$ cat src/rtl/srtf_pkg.sv
// Package for the shortest-remaining-time scheduler.
// Holds table sizes, field widths and event codes; no dependencies.
`timescale 1ns / 1ps
`default_nettype none

package srtf_pkg;

    localparam int MAX_JOBS    = 16;
    localparam int IDX_BITS    = $clog2(MAX_JOBS);
    localparam int CNT_BITS    = $clog2(MAX_JOBS + 1);
    localparam int LENGTH_BITS = 16;
    localparam int TIME_BITS   = 32;
    localparam int IN_LEN_BITS = 16;
    localparam int ENTRY_BITS  = TIME_BITS + LENGTH_BITS;

    localparam logic OP_LOAD = 1'b0;
    localparam logic OP_TICK = 1'b1;

    localparam logic [1:0] EV_IDLE     = 2'd0;
    localparam logic [1:0] EV_START    = 2'd1;
    localparam logic [1:0] EV_SWITCH   = 2'd2;
    localparam logic [1:0] EV_CONTINUE = 2'd3;

    typedef struct packed {
        logic [TIME_BITS-1:0]   arrival;
        logic [LENGTH_BITS-1:0] remaining;
    } entry_t;

endpackage

`default_nettype wire

$ cat src/rtl/srtf_ram.sv
// Generic single-write, single-read RAM with registered read data.
// Standalone; used for the job table of the scheduler.
`timescale 1ns / 1ps
`default_nettype none

module srtf_ram #(
    parameter int WIDTH = 8,
    parameter int DEPTH = 16
) (
    input  wire logic                     clk,
    input  wire logic                     wr_en,
    input  wire logic [$clog2(DEPTH)-1:0] wr_addr,
    input  wire logic [WIDTH-1:0]         wr_data,
    input  wire logic [$clog2(DEPTH)-1:0] rd_addr,
    output logic      [WIDTH-1:0]         rd_data
);

    logic [WIDTH-1:0] mem [DEPTH];

    always_ff @(posedge clk)
    begin
        if (wr_en)
        begin
            mem[wr_addr] <= wr_data;
        end
        rd_data <= mem[rd_addr];
    end

endmodule

`default_nettype wire

$ cat src/rtl/shortest_remaining_time_scheduler_core.sv
// Top level of the shortest-remaining-time-first scheduler.
// Depends on srtf_pkg and srtf_ram (job table of arrival and remaining time).
//
// Usage: one request channel (in_valid / in_stall) carries operation,
// arrival_time and job_length; one result channel (out_valid / out_stall)
// carries event_kind, job_index, event_time, job_finished and all_done.
// A load request appends a job and gives no result; loads past the table
// size are dropped. A tick request scans the job table one entry a cycle
// through the single read port of the job memory, then passes the drain and
// done states (straight to done with an empty table) before its result is
// written to the output register, and the block returns to idle with it.
// The output register holds a result until taken; while it is stalled the
// block keeps taking loads and scans the next tick, then holds that tick
// until the output register frees.
// Reset clears the job count, completed count, time, run history and the
// started flags; the job memory needs no clearing.
`timescale 1ns / 1ps
`default_nettype none

module shortest_remaining_time_scheduler_core
    import srtf_pkg::*;
(
    input  wire logic                   clk,
    input  wire logic                   rst_n,
    input  wire logic                   in_valid,
    output logic                        in_stall,
    input  wire logic                   operation,
    input  wire logic [TIME_BITS-1:0]   arrival_time,
    input  wire logic [IN_LEN_BITS-1:0] job_length,
    output logic                        out_valid,
    input  wire logic                   out_stall,
    output logic [1:0]                  event_kind,
    output logic [IDX_BITS-1:0]         job_index,
    output logic [TIME_BITS-1:0]        event_time,
    output logic                        job_finished,
    output logic                        all_done
);

    typedef enum logic [3:0] {
        ST_IDLE  = 4'b0001,
        ST_SCAN  = 4'b0010,
        ST_DRAIN = 4'b0100,
        ST_DONE  = 4'b1000
    } state_t;

    state_t                 state_reg, state_next;
    logic [CNT_BITS-1:0]    job_count_reg, job_count_next;
    logic [CNT_BITS-1:0]    completed_reg, completed_next;
    logic [TIME_BITS-1:0]   time_reg, time_next;
    logic [IDX_BITS-1:0]    last_job_reg, last_job_next;
    logic                   last_valid_reg, last_valid_next;
    logic [MAX_JOBS-1:0]    started_reg, started_next;
    logic [IDX_BITS-1:0]    scan_idx_reg, scan_idx_next;
    logic                   data_valid_reg, data_valid_next;
    logic [IDX_BITS-1:0]    data_idx_reg, data_idx_next;
    logic                   found_reg, found_next;
    logic [IDX_BITS-1:0]    best_idx_reg, best_idx_next;
    logic [LENGTH_BITS-1:0] best_rem_reg, best_rem_next;
    logic [TIME_BITS-1:0]   best_arr_reg, best_arr_next;
    logic                   out_valid_reg, out_valid_next;

    logic [1:0]             kind_reg, kind_next;
    logic [IDX_BITS-1:0]    index_reg, index_next;
    logic [TIME_BITS-1:0]   etime_reg, etime_next;
    logic                   fin_reg, fin_next;
    logic                   done_reg, done_next;

    logic                   wr_en;
    logic [IDX_BITS-1:0]    wr_addr;
    entry_t                 wr_data;
    entry_t                 rd_data;

    logic                   in_accept;
    logic                   out_free;
    logic                   candidate;
    logic [IDX_BITS-1:0]    last_idx;
    logic [LENGTH_BITS-1:0] load_len;
    logic [LENGTH_BITS-1:0] dec_rem;
    logic                   fin;

    srtf_ram #(
        .WIDTH (ENTRY_BITS),
        .DEPTH (MAX_JOBS)
    ) u_job_ram (
        .clk     (clk),
        .wr_en   (wr_en),
        .wr_addr (wr_addr),
        .wr_data (wr_data),
        .rd_addr (scan_idx_reg),
        .rd_data (rd_data)
    );

    assign in_stall  = (state_reg != ST_IDLE);
    assign in_accept = in_valid && !in_stall;
    assign out_free  = !out_valid_reg || !out_stall;
    assign last_idx  = IDX_BITS'(job_count_reg - CNT_BITS'(1));
    assign load_len  = job_length[LENGTH_BITS-1:0];
    assign dec_rem   = best_rem_reg - LENGTH_BITS'(1);
    assign fin       = found_reg && (best_rem_reg == LENGTH_BITS'(1));

    assign candidate = data_valid_reg
                    && (rd_data.remaining != '0)
                    && (rd_data.arrival <= time_reg)
                    && (!found_reg || (rd_data.remaining < best_rem_reg));

    always_comb
    begin
        state_next      = state_reg;
        job_count_next  = job_count_reg;
        completed_next  = completed_reg;
        time_next       = time_reg;
        last_job_next   = last_job_reg;
        last_valid_next = last_valid_reg;
        started_next    = started_reg;
        scan_idx_next   = scan_idx_reg;
        data_valid_next = 1'b0;
        data_idx_next   = scan_idx_reg;
        found_next      = found_reg;
        best_idx_next   = best_idx_reg;
        best_rem_next   = best_rem_reg;
        best_arr_next   = best_arr_reg;
        out_valid_next  = out_valid_reg && out_stall;
        kind_next       = kind_reg;
        index_next      = index_reg;
        etime_next      = etime_reg;
        fin_next        = fin_reg;
        done_next       = done_reg;
        wr_en           = 1'b0;
        wr_addr         = job_count_reg[IDX_BITS-1:0];
        wr_data.arrival   = arrival_time;
        wr_data.remaining = load_len;

        if (candidate)
        begin
            found_next    = 1'b1;
            best_idx_next = data_idx_reg;
            best_rem_next = rd_data.remaining;
            best_arr_next = rd_data.arrival;
        end

        case (state_reg)
            ST_IDLE:
            begin
                if (in_accept)
                begin
                    if (operation == OP_LOAD)
                    begin
                        if (job_count_reg < CNT_BITS'(MAX_JOBS))
                        begin
                            wr_en          = 1'b1;
                            started_next[job_count_reg[IDX_BITS-1:0]] = 1'b0;
                            job_count_next = job_count_reg + CNT_BITS'(1);
                            if (load_len == '0)
                            begin
                                completed_next = completed_reg + CNT_BITS'(1);
                            end
                        end
                    end
                    else
                    begin
                        found_next    = 1'b0;
                        scan_idx_next = '0;
                        state_next    = (job_count_reg == '0) ? ST_DONE : ST_SCAN;
                    end
                end
            end
            ST_SCAN:
            begin
                data_valid_next = 1'b1;
                if (scan_idx_reg == last_idx)
                begin
                    state_next = ST_DRAIN;
                end
                else
                begin
                    scan_idx_next = scan_idx_reg + IDX_BITS'(1);
                end
            end
            ST_DRAIN:
            begin
                state_next = ST_DONE;
            end
            ST_DONE:
            begin
                if (out_free)
                begin
                    kind_next  = EV_IDLE;
                    index_next = '0;
                    if (found_reg)
                    begin
                        wr_en             = 1'b1;
                        wr_addr           = best_idx_reg;
                        wr_data.arrival   = best_arr_reg;
                        wr_data.remaining = dec_rem;
                        index_next        = best_idx_reg;
                        if (!started_reg[best_idx_reg])
                        begin
                            kind_next = EV_START;
                        end
                        else if (!last_valid_reg || (last_job_reg != best_idx_reg))
                        begin
                            kind_next = EV_SWITCH;
                        end
                        else
                        begin
                            kind_next = EV_CONTINUE;
                        end
                        started_next[best_idx_reg] = 1'b1;
                        last_job_next   = best_idx_reg;
                        last_valid_next = 1'b1;
                        if (fin)
                        begin
                            completed_next = completed_reg + CNT_BITS'(1);
                        end
                    end
                    fin_next       = fin;
                    done_next      = (completed_next == job_count_reg);
                    etime_next     = time_reg;
                    time_next      = time_reg + TIME_BITS'(1);
                    out_valid_next = 1'b1;
                    state_next     = ST_IDLE;
                end
            end
            default:
            begin
                state_next = ST_IDLE;
            end
        endcase
    end

    always_ff @(posedge clk or negedge rst_n)
    begin
        if (!rst_n)
        begin
            state_reg      <= ST_IDLE;
            job_count_reg  <= '0;
            completed_reg  <= '0;
            time_reg       <= '0;
            last_job_reg   <= '0;
            last_valid_reg <= 1'b0;
            started_reg    <= '0;
            data_valid_reg <= 1'b0;
            found_reg      <= 1'b0;
            out_valid_reg  <= 1'b0;
        end
        else
        begin
            state_reg      <= state_next;
            job_count_reg  <= job_count_next;
            completed_reg  <= completed_next;
            time_reg       <= time_next;
            last_job_reg   <= last_job_next;
            last_valid_reg <= last_valid_next;
            started_reg    <= started_next;
            data_valid_reg <= data_valid_next;
            found_reg      <= found_next;
            out_valid_reg  <= out_valid_next;
        end
    end

    always_ff @(posedge clk)
    begin
        scan_idx_reg <= scan_idx_next;
        data_idx_reg <= data_idx_next;
        best_idx_reg <= best_idx_next;
        best_rem_reg <= best_rem_next;
        best_arr_reg <= best_arr_next;
        kind_reg     <= kind_next;
        index_reg    <= index_next;
        etime_reg    <= etime_next;
        fin_reg      <= fin_next;
        done_reg     <= done_next;
    end

    assign out_valid    = out_valid_reg;
    assign event_kind   = kind_reg;
    assign job_index    = index_reg;
    assign event_time   = etime_reg;
    assign job_finished = fin_reg;
    assign all_done     = done_reg;

    a_counts_bounded: assert property (@(posedge clk) disable iff (!rst_n)
        (completed_reg <= job_count_reg) && (job_count_reg <= CNT_BITS'(MAX_JOBS)))
        else $error("completed or job count out of range");

    a_result_from_done: assert property (@(posedge clk) disable iff (!rst_n)
        $rose(out_valid_reg) |-> $past(state_reg == ST_DONE))
        else $error("result produced outside the done state");

    a_finish_needs_run: assert property (@(posedge clk) disable iff (!rst_n)
        (out_valid_reg && fin_reg) |-> (kind_reg != EV_IDLE))
        else $error("finished flag on an idle tick");

    a_time_advances: assert property (@(posedge clk) disable iff (!rst_n)
        (state_reg == ST_DONE && out_free) |=> (time_reg == $past(time_reg) + TIME_BITS'(1)))
        else $error("time did not advance on a tick");

endmodule

`default_nettype wire
$ cat config.mk
export PLATFORM = sky130hd
export DESIGN_NAME = shortest_remaining_time_scheduler_core
export DESIGN_NICKNAME = d
export VERILOG_FILES = /design/src/rtl/srtf_pkg.sv /design/src/rtl/srtf_ram.sv /design/src/rtl/shortest_remaining_time_scheduler_core.sv
export SDC_FILE = /design/constraint.sdc
export NUM_CORES = 1
export LEC_CHECK = 0
export BUFFER_PORTS_ARGS = -buffer_cell sky130_fd_sc_hd__buf_2
export CORE_UTILIZATION = 39
export CTS_CLUSTER_DIAMETER = 200
export DETAILED_ROUTE_END_ITERATION = 6
export GPL_TIMING_DRIVEN = 0
export PLACE_DENSITY_LB_ADDON = 0.12
export SETUP_SLACK_MARGIN = 0.05
export SYNTH_ARGS = -nofsm -noshare
export SYNTH_HDL_FRONTEND = slang
export SYNTH_SLANG_ARGS = --single-unit
$ cat constraint.sdc
create_clock -name clk -period 5.62 [get_ports clk]
set_input_delay 0.562 -clock clk [delete_from_list [all_inputs] [get_ports clk]]
set_output_delay 0.562 -clock clk [all_outputs]
set_load 0.02 [all_outputs]
==> impl_metrics.ini <==
[run_status]
status = finished clean

[global_route]
grt_pass1_wl_mm = 143.3
grt_pass1_vias = 20395
grt_max_degree = 41
grt_overflow = 0
grtUsageTotal_pct = 20.26
antenna_found_initial = 6

[setup_path]
cp_num_buf_inv = 3
critPathSlowestCell = a2111oi_0
critPathRequiredTime_ns = 5.98
path_cells = inv_1 -> ha_1 -> a21oi_1 -> o21ai_0 -> a2111oi_0 -> o21ai_0 -> a211oi_4 -> buf_8 -> buf_16
cp_top_family = compound AO/OA/AOI/OAI gates
worstPathMaxFanout = 12
end_kind = flip-flop
cp_data_arrival_time_ns = 5.20
slowest_delay_ns = 1.18
critPathKind = flip-flop to flip-flop
startpoint_type = flip-flop
cpMostUsedCell = o21ai_0

[yosys]
ys_ff_latch = 986
synth_cell_types = 68
synth_edf_count = 864
synth_area_um2 = 38510
postSynth.asyncResetShare_pct = 7.099
synth_ff_type = edfxtp_1
syn_nets = 2053
syn_area_per_cell_um2 = 19.81
syn_inst = 1944
ys_seq_area_share_pct = 74.63
ys_warn_count = 0

[finish]
num_antenna_cells = 0
syn2layout_area_growth_pct = 17.44
reg.largest.list = u_job_ram.mem (768), u_job_ram.rd_data (48)
largest_register_ffs = 768
drive_gt1_share_pct = 26.89
max_flop_register = u_job_ram.mem
fin_util_pct = 46.49
final_nets = 2307

[sta]
slew_headroom_pct = 12.35
drv_slew = 0
fmax_ghz = 0.2065
rsz0062_at_grt = false
timing.final.hold_violations = 0
clock_skew_ns = 0.02842
layout_setup_ws_ns = 0.7767
period_share_pct = 86.18
tns_ns = 0
min_period_ns = 4.843
hold_slack_ns = 0.2400
worstMarginPinSlew_ns = 1.309
setup_viol = 0

[placed_design]
finalWeightedCongestion = 0.7983
portBuffers = 94
dp_hpwl_mm = 66.14
dp_slack_ns = 0.7023

[routing]
first_pass_iters = 5
drc = 0
drt-vias-per-instance = 5.475
ant_nets = 0
drt-initial-drc-count = 1656
wl_mm = 98.91
routedWlPerCell_um = 27.76
vias = 19509

[floorplan]
die_height_um = 316.2
die_x_um = 316.2
pin_count = 95
core_um2 = 97280
initial_core_util_pct = 39.59
rows = 114
fp.dieArea_um2 = 100000

[clock_tree]
clkLatencyLatePin_ns = 0.66
clk_pin_slew_ns = 0.06
cts_buffers = 103
clock_tree.root_cell = clkbuf_16
cts_resized = 0
htree_levels = 3
clk_path_buf_depth = 3
clock-sinks = 986
cts_tree = done

[power_and_ir_drop]
seqPwrFrac_pct = 47.6
power.leakage_nw = 15.08
switching_share_pct = 25.36
combPwrFrac_pct = 15.3
pwr-share-clk_pct = 37.1
ir_drop_v = 0.0002451
switchingPower_mw = 4.685
internal-power_mw = 13.79
power-per-cell-area_nw_per_um2 = 408.5

[job]
drv_cap = 0

[worst_hold_path]
hold_class = input pin to flip-flop
final cells by class:
class                           count  area, um^2
Fill cell                        8216       52050
Sequential cell                   986       28740
Multi-Input combinational cell    820        9358
Clock buffer                      148        3010
Tap cell                         1276        1597
Timing Repair Buffer              149        1523
Clock inverter                     46       439.2
Buffer                             80       342.8
Inverter                           58       217.7
power by group through the flow:
stage	logic (mW)	clock network (mW)	registers, mW
floorplan	1.83	0	8.82
finish	2.83	6.85	8.79
detailed placement	2.89	0	8.94
CTS	2.90	6.99	8.79
global route	3.07	7.27	8.83
global placement	2.71	0	8.98
worst register-to-register path, delay by kind of cell (launching register included):
kind	cells	cell delay, ns
fa+ha+maj	1	0.31
buf+inv	3	0.52
compound gates	5	3.29
flops	1	0.43
repair_timing:
action	in CTS	in global routing
hold buffers	1	0
buffers inserted	0	0
hold endpoints to repair	38	0
kinds of logic after synthesis:
family / count (synthesis) / share of synthesized area (%)
DFF: 986 / 74.63
muxes: 250 / 14.47
xor gates and xnor gates: 68 / 1.547
AOI/OAI and AO/OA: 110 / 1.784
buffers and inverters: 138 / 1.449
adders and majority gates: 56 / 1.820
and+or+nand+nor: 336 / 4.299
metrics by stage:
stage	instance area [um^2]	total power, mW	cells
after floorplan	38510	10.65	1944
after global placement	40580	11.69	3314
after detailed placement	41770	11.83	3368
after CTS	45220	18.68	3563
after global routing	45230	19.17	3563
final	45230	18.48	3563
cell usage after synthesis, types with 3 or more instances:
library cell	number	share of area [%]
a211oi_1	3	0.058
a21o_1	6	0.12
a21oi_1	37	0.48
a22o_1	3	0.068
a31oi_1	10	0.16
a32o_1	5	0.13
and2_1	5	0.081
and3_1	6	0.097
buf_1	4	0.039
buf_2	23	0.30
clkbuf_1	51	0.50
dfrtp_1	69	4.5
dfxtp_1	52	2.7
edfxtp_1	864	67
ha_1	56	1.8
inv_1	56	0.55
mux2_2	4	0.12
mux4_2	245	14
nand2_1	162	1.6
nand2b_1	6	0.097
nand3_1	21	0.27
nand3b_1	4	0.078
nand4_1	21	0.34
nor2_1	55	0.54
nor3_1	11	0.14
nor4_1	15	0.24
o21ai_0	30	0.39
or4_1	4	0.078
xnor2_1	60	1.4
xor2_1	8	0.18
routing by layer:
layer | up-vias | part of all wire [%] | track usage (%)
met5 | - | 0 | 0
met4 | 0 | 2.0 | 5.201
met3 | 117 | 5.2 | 3.074
met2 | 572 | 49 | 32.95
met1 | 10456 | 44 | 28.70
li1 | 8364 | - | -
layout by cell type (no fill, tap or decap), types with 10 or more instances in the layout:
| master | instances |
|---|---|
| edfxtp_1 | 864 |
| mux4_2 | 245 |
| nand2_1 | 162 |
| buf_2 | 117 |
| clkbuf_16 | 106 |
| clkbuf_1 | 71 |
| dfrtp_1 | 69 |
| xnor2_1 | 60 |
| inv_1 | 56 |
| ha_1 | 56 |
| dfxtp_1 | 52 |
| nor2_1 | 39 |
| a21oi_1 | 37 |
| buf_12 | 29 |
| nand3_1 | 21 |
| nand4_1 | 21 |
| clkbuf_8 | 20 |
| clkinv_1 | 19 |
| o21ai_0 | 16 |
| nor2_4 | 16 |
| o21ai_1 | 14 |
| nor4_1 | 14 |
| clkinv_2 | 14 |
| buf_16 | 12 |
| nor3_1 | 11 |
| a31oi_1 | 10 |
path summary, 6_finish.rpt:
path | startpoint | to | slack [ns] | cells past startpoint
hold reg to reg | data_idx_next[3] | data_idx_reg[3] | 0.37 | 0
min in group asynchronous | rst_n | started_reg[5] | 0.43 | 2
max in group asynchronous | rst_n | time_reg[11] | 4.55 | 3
setup / recovery | time_reg[17] | best_arr_reg[17] | 0.78 | 9
hold / removal | in_valid | state_reg[1] | 0.24 | 3
setup reg to reg | time_reg[17] | best_arr_reg[17] | 0.78 | 9
(Power assumes the default switching activity.)
